==> src/sv/pi_controller_antiwindup_top_assert.svh <==
// Assertion macros for the PI controller block.
// Define ASSERT_OFF to compile them out.
`ifndef PI_CONTROLLER_ANTIWINDUP_TOP_ASSERT_SVH
`define PI_CONTROLLER_ANTIWINDUP_TOP_ASSERT_SVH

`ifndef ASSERT_OFF

// prop must hold at every clock edge out of reset
`define ASSERT_CLK(lbl, clk, rstn, prop) \
    lbl: assert property (@(posedge clk) disable iff (!rstn) prop) \
        else $error("pi controller: assertion failed");

// cond must never be true at a clock edge out of reset
`define ASSERT_NEVER(lbl, clk, rstn, cond) \
    lbl: assert property (@(posedge clk) disable iff (!rstn) !(cond)) \
        else $error("pi controller: forbidden condition seen");

`else

`define ASSERT_CLK(lbl, clk, rstn, prop)
`define ASSERT_NEVER(lbl, clk, rstn, cond)

`endif

`endif

==> src/sv/pica_pkg.sv <==
`default_nettype none

package pica_pkg;

    // data path width of error, drive and limits (signed Q1.(DATA_WIDTH-1))
    localparam int DATA_WIDTH = 16;

    localparam int KP_W      = 16;   // unsigned Q8.8
    localparam int KI_W      = 16;   // unsigned integer
    localparam int DT_W      = 24;   // unsigned Q0.24
    localparam int KD_W      = KI_W + DT_W;
    localparam int GAIN_FRAC = 8;
    localparam int INT_W     = 32;   // integrator

    // shared multiplier operands: A holds up to DT_W unsigned bits, B the error or ki
    localparam int MUL_A_W = DT_W + 1;
    localparam int MUL_B_W = (DATA_WIDTH > KI_W ? DATA_WIDTH : KI_W) + 1;
    localparam int MUL_P_W = MUL_A_W + MUL_B_W;

    // intermediate widths
    localparam int P_W     = DATA_WIDTH + KP_W - GAIN_FRAC;    // floor(e*kp/2^8)
    localparam int LO_W    = DATA_WIDTH;                       // floor(e*kd_lo/2^24)
    localparam int HI_W    = DATA_WIDTH + KD_W - DT_W;         // e*kd_hi
    localparam int INC_W   = HI_W + 1;
    localparam int CANDS_W = (INC_W > INT_W ? INC_W : INT_W) + 1;
    localparam int SUM_W   = (P_W > INT_W ? P_W : INT_W) + 1;

    // configuration port
    localparam int CFG_IDX_W  = 3;
    localparam int CFG_DATA_W = (DT_W > DATA_WIDTH ? DT_W : DATA_WIDTH);

    typedef enum logic [CFG_IDX_W-1:0] {
        REG_PROP_GAIN      = 3'd0,
        REG_INT_GAIN       = 3'd1,
        REG_SAMPLE_PERIOD  = 3'd2,
        REG_OUT_LOW_LIMIT  = 3'd3,
        REG_OUT_HIGH_LIMIT = 3'd4
    } cfg_reg_t;

    localparam logic [KP_W-1:0] KP_RESET = KP_W'(512);
    localparam logic [KI_W-1:0] KI_RESET = KI_W'(200);
    localparam logic [DT_W-1:0] DT_RESET = DT_W'(1678);
    localparam logic [DATA_WIDTH-1:0] LOW_RESET  = {1'b1, {(DATA_WIDTH-1){1'b0}}};
    localparam logic [DATA_WIDTH-1:0] HIGH_RESET = {1'b0, {(DATA_WIDTH-1){1'b1}}};

    localparam logic [INT_W-1:0] INT_MAX = {1'b0, {(INT_W-1){1'b1}}};
    localparam logic [INT_W-1:0] INT_MIN = {1'b1, {(INT_W-1){1'b0}}};

    // one multiply request to the shared unit
    typedef struct packed {
        logic               en;
        logic [MUL_A_W-1:0] a;
        logic [MUL_B_W-1:0] b;
    } mul_req_t;

endpackage

`default_nettype wire

==> src/sv/pi_controller_antiwindup_top.sv <==
// Channel   | Direction | Ports                                    | Transaction
// ----------+-----------+------------------------------------------+--------------------------
// input     | in        | s_valid, s_ready, s_error_value          | one control error
// result    | out       | m_valid, m_ready, m_drive_value, m_clamped | one clamped drive value
// config    | in        | cfg_valid, cfg_ready, cfg_index, cfg_data  | one register write
//
// An input transaction is taken in IDLE, then the sequencer steps run on one
// shared multiplier (ki*dt, e*kp, e*kd low, e*kd high), followed by the integrate and clamp steps.
// A new item is taken only after the sequencer is back in IDLE; the multiplier is the bottleneck.
// The result register lets IDLE accept the next item while a result still waits;
// the clamp step holds only if the previous result is still not taken.
// aresetn is synchronous, active low: config returns to defaults, integrator to zero.
`default_nettype none

`include "pi_controller_antiwindup_top_assert.svh"

module pi_controller_antiwindup_top (
    input  wire logic                                 aclk,
    input  wire logic                                 aresetn,

    input  wire logic                                 s_valid,
    output logic                                      s_ready,
    input  wire logic signed [pica_pkg::DATA_WIDTH-1:0] s_error_value,

    output logic                                      m_valid,
    input  wire logic                                 m_ready,
    output logic signed [pica_pkg::DATA_WIDTH-1:0]    m_drive_value,
    output logic                                      m_clamped,

    input  wire logic                                 cfg_valid,
    output logic                                      cfg_ready,
    input  wire logic [pica_pkg::CFG_IDX_W-1:0]       cfg_index,
    input  wire logic [pica_pkg::CFG_DATA_W-1:0]      cfg_data
);

    localparam int DW = pica_pkg::DATA_WIDTH;

    // sequencer, one-hot
    typedef enum logic [6:0] {
        ST_IDLE = 7'b0000001,
        ST_KD   = 7'b0000010,   // ki * dt
        ST_PROP = 7'b0000100,   // e * kp, latch kd
        ST_LO   = 7'b0001000,   // e * kd[23:0], latch P
        ST_HI   = 7'b0010000,   // e * kd[39:24], latch low partial
        ST_SUM  = 7'b0100000,   // candidate integral with saturation
        ST_DONE = 7'b1000000    // clamp, anti-windup, load result
    } state_t;

    state_t state_reg, state_next;

    // configuration registers
    logic        [pica_pkg::KP_W-1:0] prop_gain_reg;
    logic        [pica_pkg::KI_W-1:0] int_gain_reg;
    logic        [pica_pkg::DT_W-1:0] sample_period_reg;
    logic signed [DW-1:0]             out_low_limit_reg;
    logic signed [DW-1:0]             out_high_limit_reg;

    // controller state
    logic signed [pica_pkg::INT_W-1:0] integral_reg, integral_next;

    // datapath
    logic signed [DW-1:0]                e_reg, e_next;
    logic        [pica_pkg::KD_W-1:0]    kd_reg, kd_next;
    logic signed [pica_pkg::P_W-1:0]     p_reg, p_next;
    logic signed [pica_pkg::LO_W-1:0]    lo_reg, lo_next;
    logic signed [pica_pkg::INT_W-1:0]   cand_reg, cand_next;

    logic signed [DW-1:0] m_drive_value_reg, m_drive_value_next;
    logic                 m_clamped_reg, m_clamped_next;
    logic                 m_valid_reg, m_valid_next;

    pica_pkg::mul_req_t             mul_req;
    logic [pica_pkg::MUL_P_W-1:0]   mul_product;

    logic signed [pica_pkg::HI_W-1:0]    hi_part;
    logic signed [pica_pkg::INC_W-1:0]   inc;
    logic signed [pica_pkg::CANDS_W-1:0] cand_sum;
    logic [pica_pkg::CANDS_W-pica_pkg::INT_W:0] cand_top;
    logic signed [pica_pkg::SUM_W-1:0]   out_sum;
    logic signed [pica_pkg::SUM_W-1:0]   high_ext;
    logic signed [pica_pkg::SUM_W-1:0]   low_ext;
    logic                                out_free;

    pica_mul u_mul (
        .aclk    (aclk),
        .req     (mul_req),
        .product (mul_product)
    );

    assign s_ready   = (state_reg == ST_IDLE);
    assign cfg_ready = 1'b1;
    assign out_free  = !m_valid_reg || m_ready;

    // operand select for the shared multiplier
    always_comb begin
        mul_req    = '0;
        mul_req.en = 1'b0;
        case (state_reg)
            ST_KD: begin
                mul_req.en = 1'b1;
                mul_req.a  = pica_pkg::MUL_A_W'(sample_period_reg);
                mul_req.b  = pica_pkg::MUL_B_W'(int_gain_reg);
            end
            ST_PROP: begin
                mul_req.en = 1'b1;
                mul_req.a  = pica_pkg::MUL_A_W'(prop_gain_reg);
                mul_req.b  = pica_pkg::MUL_B_W'(e_reg);
            end
            ST_LO: begin
                mul_req.en = 1'b1;
                mul_req.a  = pica_pkg::MUL_A_W'(kd_reg[pica_pkg::DT_W-1:0]);
                mul_req.b  = pica_pkg::MUL_B_W'(e_reg);
            end
            ST_HI: begin
                mul_req.en = 1'b1;
                mul_req.a  = pica_pkg::MUL_A_W'(kd_reg[pica_pkg::KD_W-1:pica_pkg::DT_W]);
                mul_req.b  = pica_pkg::MUL_B_W'(e_reg);
            end
            default: begin
                mul_req.en = 1'b0;
            end
        endcase
    end

    // increment = e*kd_hi + floor(e*kd_lo / 2^24); floor of the full product
    always_comb begin
        hi_part  = mul_product[pica_pkg::HI_W-1:0];
        inc      = pica_pkg::INC_W'(hi_part) + pica_pkg::INC_W'(lo_reg);
        cand_sum = pica_pkg::CANDS_W'(integral_reg) + pica_pkg::CANDS_W'(inc);
        cand_top = cand_sum[pica_pkg::CANDS_W-1:pica_pkg::INT_W-1];
    end

    always_comb begin
        out_sum  = pica_pkg::SUM_W'(p_reg) + pica_pkg::SUM_W'(cand_reg);
        high_ext = pica_pkg::SUM_W'(out_high_limit_reg);
        low_ext  = pica_pkg::SUM_W'(out_low_limit_reg);
    end

    always_comb begin
        state_next         = state_reg;
        e_next             = e_reg;
        kd_next            = kd_reg;
        p_next             = p_reg;
        lo_next            = lo_reg;
        cand_next          = cand_reg;
        integral_next      = integral_reg;
        m_drive_value_next = m_drive_value_reg;
        m_clamped_next     = m_clamped_reg;
        m_valid_next       = m_valid_reg && !m_ready;

        case (state_reg)
            ST_IDLE: begin
                if (s_valid) begin
                    e_next     = s_error_value;
                    state_next = ST_KD;
                end
            end
            ST_KD: begin
                state_next = ST_PROP;
            end
            ST_PROP: begin
                kd_next    = mul_product[pica_pkg::KD_W-1:0];
                state_next = ST_LO;
            end
            ST_LO: begin
                // arithmetic shift: floor
                p_next     = mul_product[DW+pica_pkg::KP_W-1:pica_pkg::GAIN_FRAC];
                state_next = ST_HI;
            end
            ST_HI: begin
                lo_next    = mul_product[DW+pica_pkg::DT_W-1:pica_pkg::DT_W];
                state_next = ST_SUM;
            end
            ST_SUM: begin
                // saturate to 32-bit two's complement
                if ((&cand_top) || !(|cand_top)) begin
                    cand_next = cand_sum[pica_pkg::INT_W-1:0];
                end else if (cand_sum[pica_pkg::CANDS_W-1]) begin
                    cand_next = pica_pkg::INT_MIN;
                end else begin
                    cand_next = pica_pkg::INT_MAX;
                end
                state_next = ST_DONE;
            end
            ST_DONE: begin
                if (out_free) begin
                    // high limit checked first; inverted limits give high above it, else low
                    if (out_sum > high_ext) begin
                        m_drive_value_next = out_high_limit_reg;
                        m_clamped_next     = 1'b1;
                        if (e_reg < 0) begin
                            integral_next = cand_reg;
                        end
                    end else if (out_sum < low_ext) begin
                        m_drive_value_next = out_low_limit_reg;
                        m_clamped_next     = 1'b1;
                        if (e_reg > 0) begin
                            integral_next = cand_reg;
                        end
                    end else begin
                        m_drive_value_next = out_sum[DW-1:0];
                        m_clamped_next     = 1'b0;
                        integral_next      = cand_reg;
                    end
                    m_valid_next = 1'b1;
                    state_next   = ST_IDLE;
                end
            end
            default: begin
                state_next = ST_IDLE;
            end
        endcase
    end

    // control state
    always_ff @(posedge aclk) begin
        if (!aresetn) begin
            state_reg    <= ST_IDLE;
            m_valid_reg  <= 1'b0;
            integral_reg <= '0;
        end else begin
            state_reg    <= state_next;
            m_valid_reg  <= m_valid_next;
            integral_reg <= integral_next;
        end
    end

    // configuration writes; unknown indexes are dropped
    always_ff @(posedge aclk) begin
        if (!aresetn) begin
            prop_gain_reg      <= pica_pkg::KP_RESET;
            int_gain_reg       <= pica_pkg::KI_RESET;
            sample_period_reg  <= pica_pkg::DT_RESET;
            out_low_limit_reg  <= pica_pkg::LOW_RESET;
            out_high_limit_reg <= pica_pkg::HIGH_RESET;
        end else if (cfg_valid && cfg_ready) begin
            case (cfg_index)
                pica_pkg::REG_PROP_GAIN: begin
                    prop_gain_reg <= cfg_data[pica_pkg::KP_W-1:0];
                end
                pica_pkg::REG_INT_GAIN: begin
                    int_gain_reg <= cfg_data[pica_pkg::KI_W-1:0];
                end
                pica_pkg::REG_SAMPLE_PERIOD: begin
                    sample_period_reg <= cfg_data[pica_pkg::DT_W-1:0];
                end
                pica_pkg::REG_OUT_LOW_LIMIT: begin
                    out_low_limit_reg <= cfg_data[DW-1:0];
                end
                pica_pkg::REG_OUT_HIGH_LIMIT: begin
                    out_high_limit_reg <= cfg_data[DW-1:0];
                end
                default: begin
                end
            endcase
        end
    end

    // payload registers
    always_ff @(posedge aclk) begin
        e_reg             <= e_next;
        kd_reg            <= kd_next;
        p_reg             <= p_next;
        lo_reg            <= lo_next;
        cand_reg          <= cand_next;
        m_drive_value_reg <= m_drive_value_next;
        m_clamped_reg     <= m_clamped_next;
    end

    assign m_valid       = m_valid_reg;
    assign m_drive_value = m_drive_value_reg;
    assign m_clamped     = m_clamped_reg;

    // integrator moves only on the clamp step
    `ASSERT_CLK(a_int_update, aclk, aresetn, !$stable(integral_reg) |-> $past(state_reg == ST_DONE))
    // a new result appears only out of the clamp step
    `ASSERT_CLK(a_result_src, aclk, aresetn, $rose(m_valid_reg) |-> $past(state_reg == ST_DONE))
    // a clamped result sits on one of the limits
    `ASSERT_CLK(a_clamp_val, aclk, aresetn, (m_valid_reg && m_clamped_reg) |-> ((m_drive_value_reg == out_low_limit_reg) || (m_drive_value_reg == out_high_limit_reg)))
    // an unclamped result lies inside the limits
    `ASSERT_NEVER(a_in_range, aclk, aresetn, m_valid_reg && !m_clamped_reg && ((m_drive_value_reg > out_high_limit_reg) || (m_drive_value_reg < out_low_limit_reg)))

endmodule

`default_nettype wire

==> src/sv/pica_mul.sv <==
`default_nettype none

// Shared signed multiplier, product registered.
module pica_mul (
    input  wire logic                        aclk,
    input  wire pica_pkg::mul_req_t          req,
    output logic [pica_pkg::MUL_P_W-1:0]     product
);

    logic signed [pica_pkg::MUL_P_W-1:0] product_reg;
    logic signed [pica_pkg::MUL_P_W-1:0] product_next;

    always_comb begin
        product_next = pica_pkg::MUL_P_W'($signed(req.a))
                     * pica_pkg::MUL_P_W'($signed(req.b));
    end

    always_ff @(posedge aclk) begin
        if (req.en) begin
            product_reg <= product_next;
        end
    end

    assign product = product_reg;

endmodule

`default_nettype wire
==> config.mk <==
export PLATFORM = sky130hd
export DESIGN_NAME = pi_controller_antiwindup_top
export DESIGN_NICKNAME = d
export VERILOG_FILES = /design/src/sv/pica_pkg.sv /design/src/sv/pi_controller_antiwindup_top.sv /design/src/sv/pica_mul.sv
export VERILOG_INCLUDE_DIRS = /design/src /design/src/sv
export SDC_FILE = /design/constraint.sdc
export NUM_CORES = 2
export LEC_CHECK = 0
export ABC_AREA = 0
export BUFFER_PORTS_ARGS = -buffer_cell sky130_fd_sc_hd__buf_2
export CAP_MARGIN = 20
export CORE_ASPECT_RATIO = 1.4
export CORE_MARGIN = 1.5
export CORE_UTILIZATION = 50
export DETAILED_ROUTE_END_ITERATION = 6
export GPL_ROUTABILITY_DRIVEN = 0
export HOLD_SLACK_MARGIN = 0.06
export MAX_ROUTING_LAYER = met4
export PLACE_DENSITY = 0.68
export SLEW_MARGIN = 20
export SYNTH_ARGS = -nofsm -noshare
export SYNTH_HDL_FRONTEND = slang
export SYNTH_SLANG_ARGS = --single-unit
==> constraint.sdc <==
create_clock -name aclk -period 9.11 [get_ports aclk]
set_input_delay 2.733 -clock aclk [delete_from_list [all_inputs] [get_ports aclk]]
set_output_delay 2.733 -clock aclk [all_outputs]
set_load 0.01 [all_outputs]
==> out/metrics.cfg <==
[sta]
max_freq_mhz=118.5
slew_headroom_pct=23.95
setup_tns_ns=0
worst_pin_slew_ns=1.137
clock-skew-final_ns=0.02173
finalHoldViolations=0
finalSetupViolCount=0
rsz0062_at_grt=no
slew_violations=0
fin_ws_ns=0.6677
finalCriticalPeriod_ns=8.442
layout_worst_path_cycle_share_pct=92.67

[clock_tree]
cts_tree=done
holdBufCountCts=0
insertion_delay_ns=0.56
post-cts-setup-buffers=0
post_cts_resized=0
cts_root_buffer=clkbuf_16
h-tree-depth=2
cts_buffers=36
cts_buffer_depth=3
cts.sinks=313
clk_pin_slew_ns=0.06

[floorplan]
die_w_um=209.5
die_y_um=292.0
coreArea_sq_um=58860
die-area_sq_um=61170
num_io_pins=68
floorplan.rows=105
start_util_pct=50.70

[hold_path]
min_to=integral_reg[0]
holdPathStages=2
hold_start=integral_reg[0]
hp-class=flip-flop to flip-flop

[global_route]
grt.overflow.total=0
track_usage_pct=31.27
grt_first_pass_wirelength_um=138600
grt_max_degree=85
antenna_found_initial=4
grt_pass1_vias=24330

[power_and_ir_drop]
p_int_uw=2505
power_per_cell_area_nw_per_um2=102.0
combPwrFrac_pct=6.5
p_clk_share_pct=46.4
pwr-share-seq_pct=47.1
swShare_pct=24.00
max-vdd-ir-drop_mv=0.1319
p_sw_uw=790.9
power_uw=3296
power_leakage_uw=0.01431

[synth]
yosys-top-cells-area=fa_1 24%, edfxtp_1 19%, ha_1 11%, dfxtp_1 8.6%, nand2_1 5.8%
syn_nets=3789
synth_edf_count=185
avgSynthCellArea_sq_um=9.570
async_flop_share_pct=0
synth_top_area_share_pct=24.35
synth_cells=3118
synthesis.area_sq_um=29840
yosys_warnings=0
synth-seq-cells=313
synth_cell_types=84
synth_top_cell_by_area=fa_1
ys_seq_area_share_pct=27.21
ys.flop_type=edfxtp_1

[final_layout]
areaGrowthSynthToFinish_pct=8.286
seqCellArea_sq_um=8118
multi_input_area_sq_um=19600
drive_gt1_share_pct=6.952
fillCellCount=5199
final_nets=3823

[setup_path]
rr_worst_depth=27
r2r-end=u_mul.product[36]
critPathBufInv=6
start_kind=flip-flop
cp_max_fo=28
rrSetupSlack_ns=0.67
slowest_stage=and4bb_2
crit_family=adder cells
cp_common_cell=fa_1
critPathRequiredTime_ns=9.40
cpPeakStageDelay_ns=0.60
worst_ep_arrival_time_ns=8.73
endpoint_kind=flip-flop
reg2reg_from=state_reg[4]
crit_type=flip-flop to flip-flop

[drt]
detail-route-antenna-nets=0
first_iter_violations=2116
drc_errors=0
dr.pass1.iters=7
vias=23450
drt_wl_total_um=91340
wl_per_cell_um=23.24
avgViaCountPerCell=5.968

[place]
dp_hpwl_um=71620
pre_cts_slack_ns=0.8037
port_buffers=66

[job]
max_cap_violations=0

[run_status]
status=completed

-- worst max path at each step --
| stage | from | endpoint | slack (ns) | depth (start not counted) |
|---|---|---|---|---|
| finish | state_reg[4] | u_mul.product[36] | 0.67 | 27 |
| global route | state_reg[4] | u_mul.product[39] | 0.17 | 25 |
| CTS | state_reg[4] | u_mul.product[36] | 0.75 | 27 |
| detailed placement | state_reg[4] | u_mul.product[36] | 0.80 | 27 |
| global placement | state_reg[4] | u_mul.product[36] | 1.03 | 27 |
| floorplan | state_reg[4] | u_mul.product[36] | 0.77 | 26 |
-- area by class of cell --
class	count	area share, %
multi-input cells	2245	60.65
clock buffers	43	3.001
repair buffers	128	2.517
inverters	428	4.972
clock inverters	22	0.8171
well taps	749	2.900
flip-flops and latches	313	25.12
diodes	2	0.01549
-- layout by cell type, fill, tap and decap left out, types with 34 or more instances in the layout --
master | synthesis | final
a21boi_0 | 64 | 64
a22o_1 | 34 | 34
nand3_1 | 36 | 36
ha_1 | 260 | 260
a21o_1 | 60 | 60
o211ai_1 | 52 | 52
mux2i_1 | 46 | 46
buf_4 | 5 | 60
inv_1 | 428 | 428
nand2_1 | 464 | 464
xnor2_1 | 60 | 60
fa_1 | 363 | 363
buf_2 | 15 | 65
edfxtp_1 | 185 | 185
clkbuf_16 | 0 | 38
nor2_1 | 320 | 320
a21oi_1 | 90 | 90
dfxtp_1 | 128 | 128
o21ai_0 | 63 | 63
-- metal layers --
metal / global-route usage (%) / vias up / wire length [um]
li1: - / 10410 / -
met1: 32.17 / 11590 / 29970
met2: 53.70 / 1086 / 46680
met3: 4.926 / 368 / 6346
met4: 23.62 / 0 / 8337
met5: - / - / 0
-- cells in the mapped netlist (15+ instances only) --
cell,instances
a21boi_0,64
a21o_1,60
a21oi_1,90
a221o_1,17
a221oi_1,18
a22o_1,34
a22oi_1,23
buf_2,15
clkbuf_1,100
dfxtp_1,128
edfxtp_1,185
fa_1,363
ha_1,260
inv_1,428
mux2i_1,46
nand2_1,464
nand2b_1,21
nand3_1,36
nand4_1,29
nor2_1,320
nor3_1,21
o211ai_1,52
o21a_1,15
o21ai_0,63
xnor2_1,60
xor2_1,26
-- worst min-delay path, stage by stage, from the launching register on --
cell and delay (ns):
dfxtp_1 0.31, nand2_1 0.05, mux2i_1 0.05
-- power groups by stage --
stage | logic (uW) | registers [uW] | clock network, uW
after floorplan | 141 | 1560 | 0
after global placement | 203 | 1580 | 0
after detailed placement | 210 | 1580 | 0
after CTS | 211 | 1550 | 1540
after global routing | 233 | 1550 | 1600
final | 215 | 1550 | 1530
-- kinds of logic after synthesis --
kind of cell | share of synthesized area (%)
buffers and inverters | 7.246
DFF | 27.21
muxes | 1.589
xor gates and xnor gates | 2.524
AOI/OAI and AO/OA | 12.62
and+or+nand+nor | 13.55
adders and majority gates | 35.26
other | 0.01257
-- through the flow --
step	instance area (sq um)	utilization [%]	hold WS, ns	std cells
finish	32310	54.90	0.4576	3930
floorplan	29840	-	0.4215	3118
global placement	31030	52.72	0.4472	3859
detailed placement	31040	52.74	0.4466	3860
CTS	32280	54.84	0.4612	3925
global route	32310	54.90	0.4904	3930
No activity file was read; power rests on OpenSTA's default activity.
